**config.mk**
```make
export PLATFORM = sky130hd
export DESIGN_NAME = multi_channel_soft_timer_table
export DESIGN_NICKNAME = d
export VERILOG_FILES = /design/src/rtl/mcst_pkg.sv /design/src/rtl/mcst_front.sv /design/src/rtl/mcst_queue.sv /design/src/rtl/mcst_back.sv /design/src/rtl/multi_channel_soft_timer_table.sv
export SDC_FILE = /design/constraint.sdc
export NUM_CORES = 1
export LEC_CHECK = 0
export BUFFER_PORTS_ARGS = -buffer_cell sky130_fd_sc_hd__buf_2
export CAP_MARGIN = 5
export CORE_MARGIN = 4
export CORE_UTILIZATION = 58
export CTS_CLUSTER_DIAMETER = 80
export DETAILED_ROUTE_END_ITERATION = 10
export HOLD_SLACK_MARGIN = 0.02
export PLACE_DENSITY = 0.8
export RECOVER_POWER = 50
export SLEW_MARGIN = 15
export SYNTH_ARGS = -nofsm -noshare
export SYNTH_HDL_FRONTEND = slang
export SYNTH_SLANG_ARGS = --single-unit
```
**constraint.sdc**
```tcl
create_clock -name clk -period 12.98 [get_ports clk]
set_input_delay 1.298 -clock clk [delete_from_list [all_inputs] [get_ports clk]]
set_output_delay 1.298 -clock clk [all_outputs]
set_load 0.005 [all_outputs]
```
**src/rtl/mcst_pkg.sv**
```systemverilog
package mcst_pkg;

  // number of timer slots sharing the tick
  localparam int unsigned NUM_TIMERS = 16;
  localparam int unsigned IDX_W      = (NUM_TIMERS > 1) ? $clog2(NUM_TIMERS) : 1;

  // field widths
  localparam int unsigned CMD_W   = 2;
  localparam int unsigned SLOT_W  = 4;
  localparam int unsigned COUNT_W = 32;
  localparam int unsigned MASK_W  = 16;

  // command codes on the input channel
  localparam logic [CMD_W-1:0] CMD_CREATE = 2'd0;
  localparam logic [CMD_W-1:0] CMD_STOP   = 2'd1;
  localparam logic [CMD_W-1:0] CMD_DELETE = 2'd2;
  localparam logic [CMD_W-1:0] CMD_TICK   = 2'd3;

  // classified operation carried to the back part
  typedef enum logic [2:0] {
    OP_CREATE,
    OP_STOP,
    OP_DELETE,
    OP_TICK,
    OP_NONE
  } op_t;

  // one queued word
  typedef struct packed {
    op_t                op;
    logic [IDX_W-1:0]   idx;
    logic [COUNT_W-1:0] duration;
    logic               periodic;
  } q_entry_t;

  // map a slot vector onto a fixed-width mask, slots past the mask are dropped
  function automatic logic [MASK_W-1:0] to_mask(input logic [NUM_TIMERS-1:0] v);
    logic [NUM_TIMERS+MASK_W-1:0] ext;
    ext = {{MASK_W{1'b0}}, v};
    return ext[MASK_W-1:0];
  endfunction

endpackage

```
**src/rtl/mcst_front.sv**
```systemverilog
module mcst_front
  import mcst_pkg::*;
(
  input  logic               in_valid,
  output logic               in_ready,
  input  logic [CMD_W-1:0]   in_cmd,
  input  logic [SLOT_W-1:0]  in_slot,
  input  logic [COUNT_W-1:0] in_duration,
  input  logic               in_periodic,
  output logic               push_valid,
  input  logic               push_ready,
  output q_entry_t           push_entry
);

  logic slot_ok;

  // slots at or beyond the table size are ignored
  assign slot_ok = (32'(in_slot) < NUM_TIMERS);

  // classify the command
  always_comb begin
    push_entry.idx      = IDX_W'(in_slot);
    push_entry.duration = in_duration;
    push_entry.periodic = in_periodic;
    push_entry.op       = OP_NONE;
    unique case (in_cmd)
      CMD_TICK:   push_entry.op = OP_TICK;
      CMD_CREATE: push_entry.op = slot_ok ? OP_CREATE : OP_NONE;
      CMD_STOP:   push_entry.op = slot_ok ? OP_STOP   : OP_NONE;
      CMD_DELETE: push_entry.op = slot_ok ? OP_DELETE : OP_NONE;
      default:    push_entry.op = OP_NONE;
    endcase
  end

  // handshake into the queue
  assign push_valid = in_valid;
  assign in_ready   = push_ready;

endmodule

```
**src/rtl/mcst_queue.sv**
```systemverilog
module mcst_queue
  import mcst_pkg::*;
(
  input  logic     clk,
  input  logic     rst_n,
  input  logic     push_valid,
  output logic     push_ready,
  input  q_entry_t push_entry,
  output logic     pop_valid,
  input  logic     pop_ready,
  output q_entry_t pop_entry
);

  q_entry_t   store_r [2];
  logic       wr_ptr_r;
  logic       rd_ptr_r;
  logic [1:0] count_r;
  logic       push;
  logic       pop;

  assign push_ready = (count_r != 2'd2);
  assign pop_valid  = (count_r != 2'd0);
  assign push       = push_valid && push_ready;
  assign pop        = pop_valid && pop_ready;
  assign pop_entry  = store_r[rd_ptr_r];

  // entry storage
  always_ff @(posedge clk) begin
    if (push) begin
      store_r[wr_ptr_r] <= push_entry;
    end
  end

  // pointers and fill count
  always_ff @(posedge clk) begin
    if (!rst_n) begin
      wr_ptr_r <= 1'b0;
      rd_ptr_r <= 1'b0;
      count_r  <= 2'd0;
    end else begin
      if (push) begin
        wr_ptr_r <= ~wr_ptr_r;
      end
      if (pop) begin
        rd_ptr_r <= ~rd_ptr_r;
      end
      if (push && !pop) begin
        count_r <= count_r + 2'd1;
      end else if (pop && !push) begin
        count_r <= count_r - 2'd1;
      end
    end
  end

endmodule

```
**src/rtl/mcst_back.sv**
```systemverilog
module mcst_back
  import mcst_pkg::*;
(
  input  logic              clk,
  input  logic              rst_n,
  input  logic              pop_valid,
  output logic              pop_ready,
  input  q_entry_t          pop_entry,
  output logic              out_valid,
  input  logic              out_ready,
  output logic [MASK_W-1:0] out_fired,
  output logic [MASK_W-1:0] out_active,
  output logic [MASK_W-1:0] out_alloc
);

  typedef enum logic [1:0] {
    S_IDLE,
    S_SWEEP,
    S_DRAIN,
    S_DONE
  } state_t;

  state_t                 state_r;
  logic [IDX_W-1:0]       rd_idx_r;
  logic [IDX_W-1:0]       proc_idx_r;
  logic                   proc_v_r;
  logic [COUNT_W-1:0]     cnt_rd_r;
  logic [COUNT_W-1:0]     rel_rd_r;
  logic [NUM_TIMERS-1:0]  active_r;
  logic [NUM_TIMERS-1:0]  periodic_r;
  logic [NUM_TIMERS-1:0]  alloc_r;
  logic [NUM_TIMERS-1:0]  fired_r;
  logic                   out_valid_r;
  logic [MASK_W-1:0]      out_fired_r;
  logic [MASK_W-1:0]      out_active_r;
  logic [MASK_W-1:0]      out_alloc_r;

  logic [COUNT_W-1:0]     cnt_mem [NUM_TIMERS];
  logic [COUNT_W-1:0]     rel_mem [NUM_TIMERS];

  logic                   pop;
  logic                   proc_act;
  logic [COUNT_W-1:0]     cnt_dec;
  logic                   expire;
  logic                   cnt_we;
  logic [IDX_W-1:0]       cnt_waddr;
  logic [COUNT_W-1:0]     cnt_wdata;
  logic                   rel_we;

  assign pop_ready  = (state_r == S_IDLE) && !out_valid_r;
  assign pop        = pop_valid && pop_ready;
  assign out_valid  = out_valid_r;
  assign out_fired  = out_fired_r;
  assign out_active = out_active_r;
  assign out_alloc  = out_alloc_r;

  // countdown step for the slot read on the previous cycle
  assign proc_act = proc_v_r && active_r[proc_idx_r];
  assign cnt_dec  = (cnt_rd_r != '0) ? (cnt_rd_r - COUNT_W'(1)) : '0;
  assign expire   = proc_act && (cnt_dec == '0);

  // write port select: create load or sweep write-back
  always_comb begin
    cnt_we    = 1'b0;
    cnt_waddr = pop_entry.idx;
    cnt_wdata = pop_entry.duration;
    rel_we    = pop && (pop_entry.op == OP_CREATE);
    if (rel_we) begin
      cnt_we = 1'b1;
    end else if (proc_act) begin
      cnt_we    = 1'b1;
      cnt_waddr = proc_idx_r;
      cnt_wdata = (cnt_dec == '0) ? rel_rd_r : cnt_dec;
    end
  end

  // count and reload storage
  always_ff @(posedge clk) begin
    if (cnt_we) begin
      cnt_mem[cnt_waddr] <= cnt_wdata;
    end
    if (rel_we) begin
      rel_mem[pop_entry.idx] <= pop_entry.duration;
    end
    cnt_rd_r <= cnt_mem[rd_idx_r];
    rel_rd_r <= rel_mem[rd_idx_r];
  end

  // sequencer, slot flags and result register
  always_ff @(posedge clk) begin
    if (!rst_n) begin
      state_r     <= S_IDLE;
      rd_idx_r    <= '0;
      proc_idx_r  <= '0;
      proc_v_r    <= 1'b0;
      active_r    <= '0;
      periodic_r  <= '0;
      alloc_r     <= '0;
      fired_r     <= '0;
      out_valid_r <= 1'b0;
    end else begin
      proc_v_r   <= (state_r == S_SWEEP);
      proc_idx_r <= rd_idx_r;

      if (out_valid_r && out_ready) begin
        out_valid_r <= 1'b0;
      end

      // expiry marks the slot fired; a one-shot expiry also frees the slot
      if (expire) begin
        fired_r[proc_idx_r] <= 1'b1;
        if (!periodic_r[proc_idx_r]) begin
          active_r[proc_idx_r]   <= 1'b0;
          alloc_r[proc_idx_r]    <= 1'b0;
          periodic_r[proc_idx_r] <= 1'b0;
        end
      end

      unique case (state_r)
        S_IDLE: begin
          if (pop) begin
            fired_r  <= '0;
            rd_idx_r <= '0;
            unique case (pop_entry.op)
              OP_CREATE: begin
                active_r[pop_entry.idx]   <= 1'b1;
                alloc_r[pop_entry.idx]    <= 1'b1;
                periodic_r[pop_entry.idx] <= pop_entry.periodic;
                state_r <= S_DONE;
              end
              OP_STOP: begin
                active_r[pop_entry.idx] <= 1'b0;
                state_r <= S_DONE;
              end
              OP_DELETE: begin
                active_r[pop_entry.idx]   <= 1'b0;
                alloc_r[pop_entry.idx]    <= 1'b0;
                periodic_r[pop_entry.idx] <= 1'b0;
                state_r <= S_DONE;
              end
              OP_TICK: state_r <= S_SWEEP;
              default: state_r <= S_DONE;
            endcase
          end
        end
        S_SWEEP: begin
          if (rd_idx_r == IDX_W'(NUM_TIMERS - 1)) begin
            state_r <= S_DRAIN;
          end else begin
            rd_idx_r <= rd_idx_r + IDX_W'(1);
          end
        end
        S_DRAIN: begin
          state_r <= S_DONE;
        end
        S_DONE: begin
          out_valid_r  <= 1'b1;
          out_fired_r  <= to_mask(fired_r);
          out_active_r <= to_mask(active_r);
          out_alloc_r  <= to_mask(alloc_r);
          state_r      <= S_IDLE;
        end
        default: state_r <= S_IDLE;
      endcase
    end
  end

endmodule

```
**src/rtl/multi_channel_soft_timer_table.sv**
```systemverilog
// channel  | dir | tdata                                        | tuser
// in_      | in  | slot[3:0] duration[35:4] periodic[36] pad    | cmd[1:0]
// out_     | out | fired[15:0] active[31:16] allocated[47:32]   | -
//
// create, stop, delete and ignored commands are accepted and then load the
// result in the executor; a tick is accepted, reads one slot per cycle, does a
// last write-back and loads the result; one read and one write per cycle.
// the executor takes its next word only after the result word has left.
// a two-word queue lets the input side keep taking words while a result waits.
// reset clears all slot flags; counts and reload values are loaded by create.
module multi_channel_soft_timer_table
  import mcst_pkg::*;
(
  input  logic        clk,
  input  logic        rst_n,
  input  logic        in_tvalid,
  output logic        in_tready,
  input  logic [39:0] in_tdata,   // slot, duration, periodic, zero pad
  input  logic [1:0]  in_tuser,   // cmd
  output logic        out_tvalid,
  input  logic        out_tready,
  output logic [47:0] out_tdata   // fired_mask, active_mask, allocated_mask
);

  logic     push_valid;
  logic     push_ready;
  q_entry_t push_entry;
  logic     pop_valid;
  logic     pop_ready;
  q_entry_t pop_entry;

  logic [MASK_W-1:0] fired;
  logic [MASK_W-1:0] active;
  logic [MASK_W-1:0] alloc;

  // decode incoming words
  mcst_front u_front (
    .in_valid    (in_tvalid),
    .in_ready    (in_tready),
    .in_cmd      (in_tuser),
    .in_slot     (in_tdata[3:0]),
    .in_duration (in_tdata[35:4]),
    .in_periodic (in_tdata[36]),
    .push_valid  (push_valid),
    .push_ready  (push_ready),
    .push_entry  (push_entry)
  );

  // decoupling queue
  mcst_queue u_queue (
    .clk        (clk),
    .rst_n      (rst_n),
    .push_valid (push_valid),
    .push_ready (push_ready),
    .push_entry (push_entry),
    .pop_valid  (pop_valid),
    .pop_ready  (pop_ready),
    .pop_entry  (pop_entry)
  );

  // slot table executor
  mcst_back u_back (
    .clk        (clk),
    .rst_n      (rst_n),
    .pop_valid  (pop_valid),
    .pop_ready  (pop_ready),
    .pop_entry  (pop_entry),
    .out_valid  (out_tvalid),
    .out_ready  (out_tready),
    .out_fired  (fired),
    .out_active (active),
    .out_alloc  (alloc)
  );

  assign out_tdata = {alloc, active, fired};

endmodule

```
==> flow_summary.toml <==
[clock_network]
post-cts-setup-buffers = 0
post_cts_resize_count = 0
clk_path_buf_depth = 3
cts-root-buf = "clkbuf_16"
ctsHoldBuffers = 0
cts_max_level = 3
clkLatencyLatePin_ns = 0.70
cts_tree = "done"
cts_buffers = 119
clock-sinks = 1295
cts.clk_slew.worst_paths_ns = 0.06

[worst_setup_path]
worstSetupPathType = "flop to flop"
regToRegSetupSlack_ns = 6.18
arrival_ns = 7.03
required_ns = 13.21
cp-start-kind = "flop"
cpLargestDelayFamily = "buffers and inverters"
critPathCaptureType = "flop"
slowest_stage = "clkbuf_1"
crit_path_max_incr_delay_ns = 2.13
path_cells = "clkbuf_1 > nand2_1 > o32ai_1 > nand2_1 > nor2_4 > clkbuf_1"
crit_buf_inv = 2
crit_fanout = 43

[synthesis]
synthAdderAreaFrac_pct = 0.300
postSynthAreaPerCell_um2 = 19.4
ys_seq_area_share_pct = 74.8
async_reset_ff_share_pct = 0
yosys.area_share.simple_pct = 3.69
synthTopCellsByArea = "edfxtp_1 (69%), mux4_2 (15%), dfxtp_1 (5.8%)"
yosysWarnings = 0
synth.most_common_cell = "edfxtp_1"
syn_inst = 2582
yosys.area.top_type_share_pct = 69.0
ys_top_cells_by_count = "edfxtp_1 (1150), mux4_2 (325), dfxtp_1 (145), o21ai_0 (145), nand2_1 (122)"
synthFlopType = "edfxtp_1"
synth-xor-area-share_pct = 0.437
synth_nets = 2640
yosys-mux-area-fraction_pct = 15.5
synth_compound_area_share_pct = 3.85
synthDominantAreaCellType = "edfxtp_1"
synth_top_family_by_area = "multiplexers"
ys_ff_latch = 1295
synth_edf_count = 1150
synth_area_mm2 = 0.0501
synth.distinct_cells = 55

[sta]
report.final.slew_viol_count = 720
finalHoldViolCount = 0
setup_ws_ns = 6.18
slew_headroom_pct = -136
rsz0062_at_grt = "no"
fmax_ghz = 0.147
finalSetupTns_ns = 0
period_needed_ns = 6.80
finClkSkew_ns = 0.0399
setup_viol = 0
hold_slack_ns = 0.435
tightest_slew_ns = 3.54
timing.final.crit_share_pct = 52.4

[routing]
drcViolationCount = 0
drtIter0Drc = 3877
dr.pass1.iters = 7
wire_per_inst_um = 30.1
viasPerCell = 6.64
routed-via-count = 26300
wl_um = 119000
ant_nets = 0

[cells_and_area]
nFillCells = 5476
drive_gt1_share_pct = 23.1
final_cells = 3958
multi_input_area_mm2 = 0.0122
syn_to_final_growth_pct = 11.4
final_area_mm2 = 0.0558
seqCellArea_mm2 = 0.0374
antenna_cells = 0
num-nets-final = 2767
fin_util_pct = 65.3

[placement]
dp.cells = 3731
gp_congestion = 0.864
hpwl_um = 62700
placed_cell_area_mm2 = 0.0521
io_buffers = 92
dp_slack_ns = 7.62

[grt]
grt_pass1_vias = 26800
grt_pass1_wl_um = 177000
grt_max_degree = 68
grt_remaining_overflow = 0
antenna_found_initial = 2
grt_util_all_layers_pct = 26.6

[power_and_ir_drop]
p_leak_nw = 17.1
finalPower_mw = 10.2
ir_worst_vdd_uv = 213
powerDensity_mw_per_mm2 = 183

[die]
die_height_um = 302
start_util_pct = 58.6
dieArea_mm2 = 0.0911
die_x_um = 302
num_rows = 107
coreArea_mm2 = 0.0854
ios = 96

[status]
status = "finished with violations"
violations = "capacitance limit, slew limit"

[worst_hold_path]
hold_class = "flop to flop"

[flow_run]
cap_violations = 21
## cells by family (layout without fill, tap and decap cells)
group,Yosys count,after routing
flops,1295,1295
simple gates,386,386
mux,365,365
compound gates,316,316
buf+inv,183,415
xor+xnor,25,25
fa+ha+maj,12,12
## flip-flops by register name, summed over array words and instances (netlist names), 2 cells and up, named ones only
register,flops
u_back.out_fired,16
u_back.periodic_r,16
u_back.cnt_mem,512
u_back.alloc_r,16
u_queue.store_r,78
u_back.active_r,16
u_back.proc_idx_r,4
u_queue.count_r,2
u_back.fired_r,16
u_back.rd_idx_r,4
u_back.out_active,16
u_back.rel_mem,512
u_back.rel_rd_r,32
u_back.cnt_rd_r,32
u_back.state_r,2
u_back.out_alloc,16
## path summary, 6_finish.rpt
kind | to | startpoint | depth (start not counted)
max | u_back.rel_mem[13][27] | flop | 6
min reg2reg | u_back.out_fired[14] | u_back.fired_r[14] | 0
max reg2reg | u_back.rel_mem[13][27] | flop | 6
min | u_back.out_fired[14] | u_back.fired_r[14] | 0
## cell type report
cell class | count | area share (%)
Clock inverter | 58 | 0.940
Sequential cell | 1295 | 67.1
Inverter | 42 | 0.283
Timing Repair Buffer | 147 | 1.33
Multi-Input combinational cell | 1104 | 21.8
Tap cell | 1144 | 2.57
Clock buffer | 168 | 5.94
## power by group
group / leakage, nW / internal, mW / switching [mW]
combinational: 3.63 / 0.569 / 1.04
clock: 1.88 / 1.92 / 1.50
sequential: 11.6 / 5.04 / 0.118
total: 17.1 / 7.53 / 2.66
## cell usage in the layout (no fill, tap or decap), types with 20 or more instances in the layout
cell type     n
a21oi_1      48
a31oi_1      33
and2_1       20
buf_2        43
buf_4        37
clkbuf_1    102
clkbuf_16   121
clkinv_2     28
dfxtp_1     142
edfxtp_1   1150
inv_1        41
mux2_1       32
mux4_2      325
nand2_1     121
nor2_1       69
nor2_4       32
nor4_1       45
o21ai_0     142
## worst register-to-register path: cells and delay by family (launching register included)
family | cells | cell delay [ns]
DFF | 1 | 0.43
AOI/OAI and AO/OA | 1 | 0.84
and+or+nand+nor | 3 | 1.06
buffers and inverters | 2 | 3.97
## layer usage
metal	global-route usage (%)	share of wire, %	up-vias
met5	0	0	-
met4	7.20	2.7	0
met3	4.61	11	248
met2	44.1	50	1727
met1	37.3	36	13600
li1	-	-	10700
No activity file was read; power rests on OpenSTA's default activity.
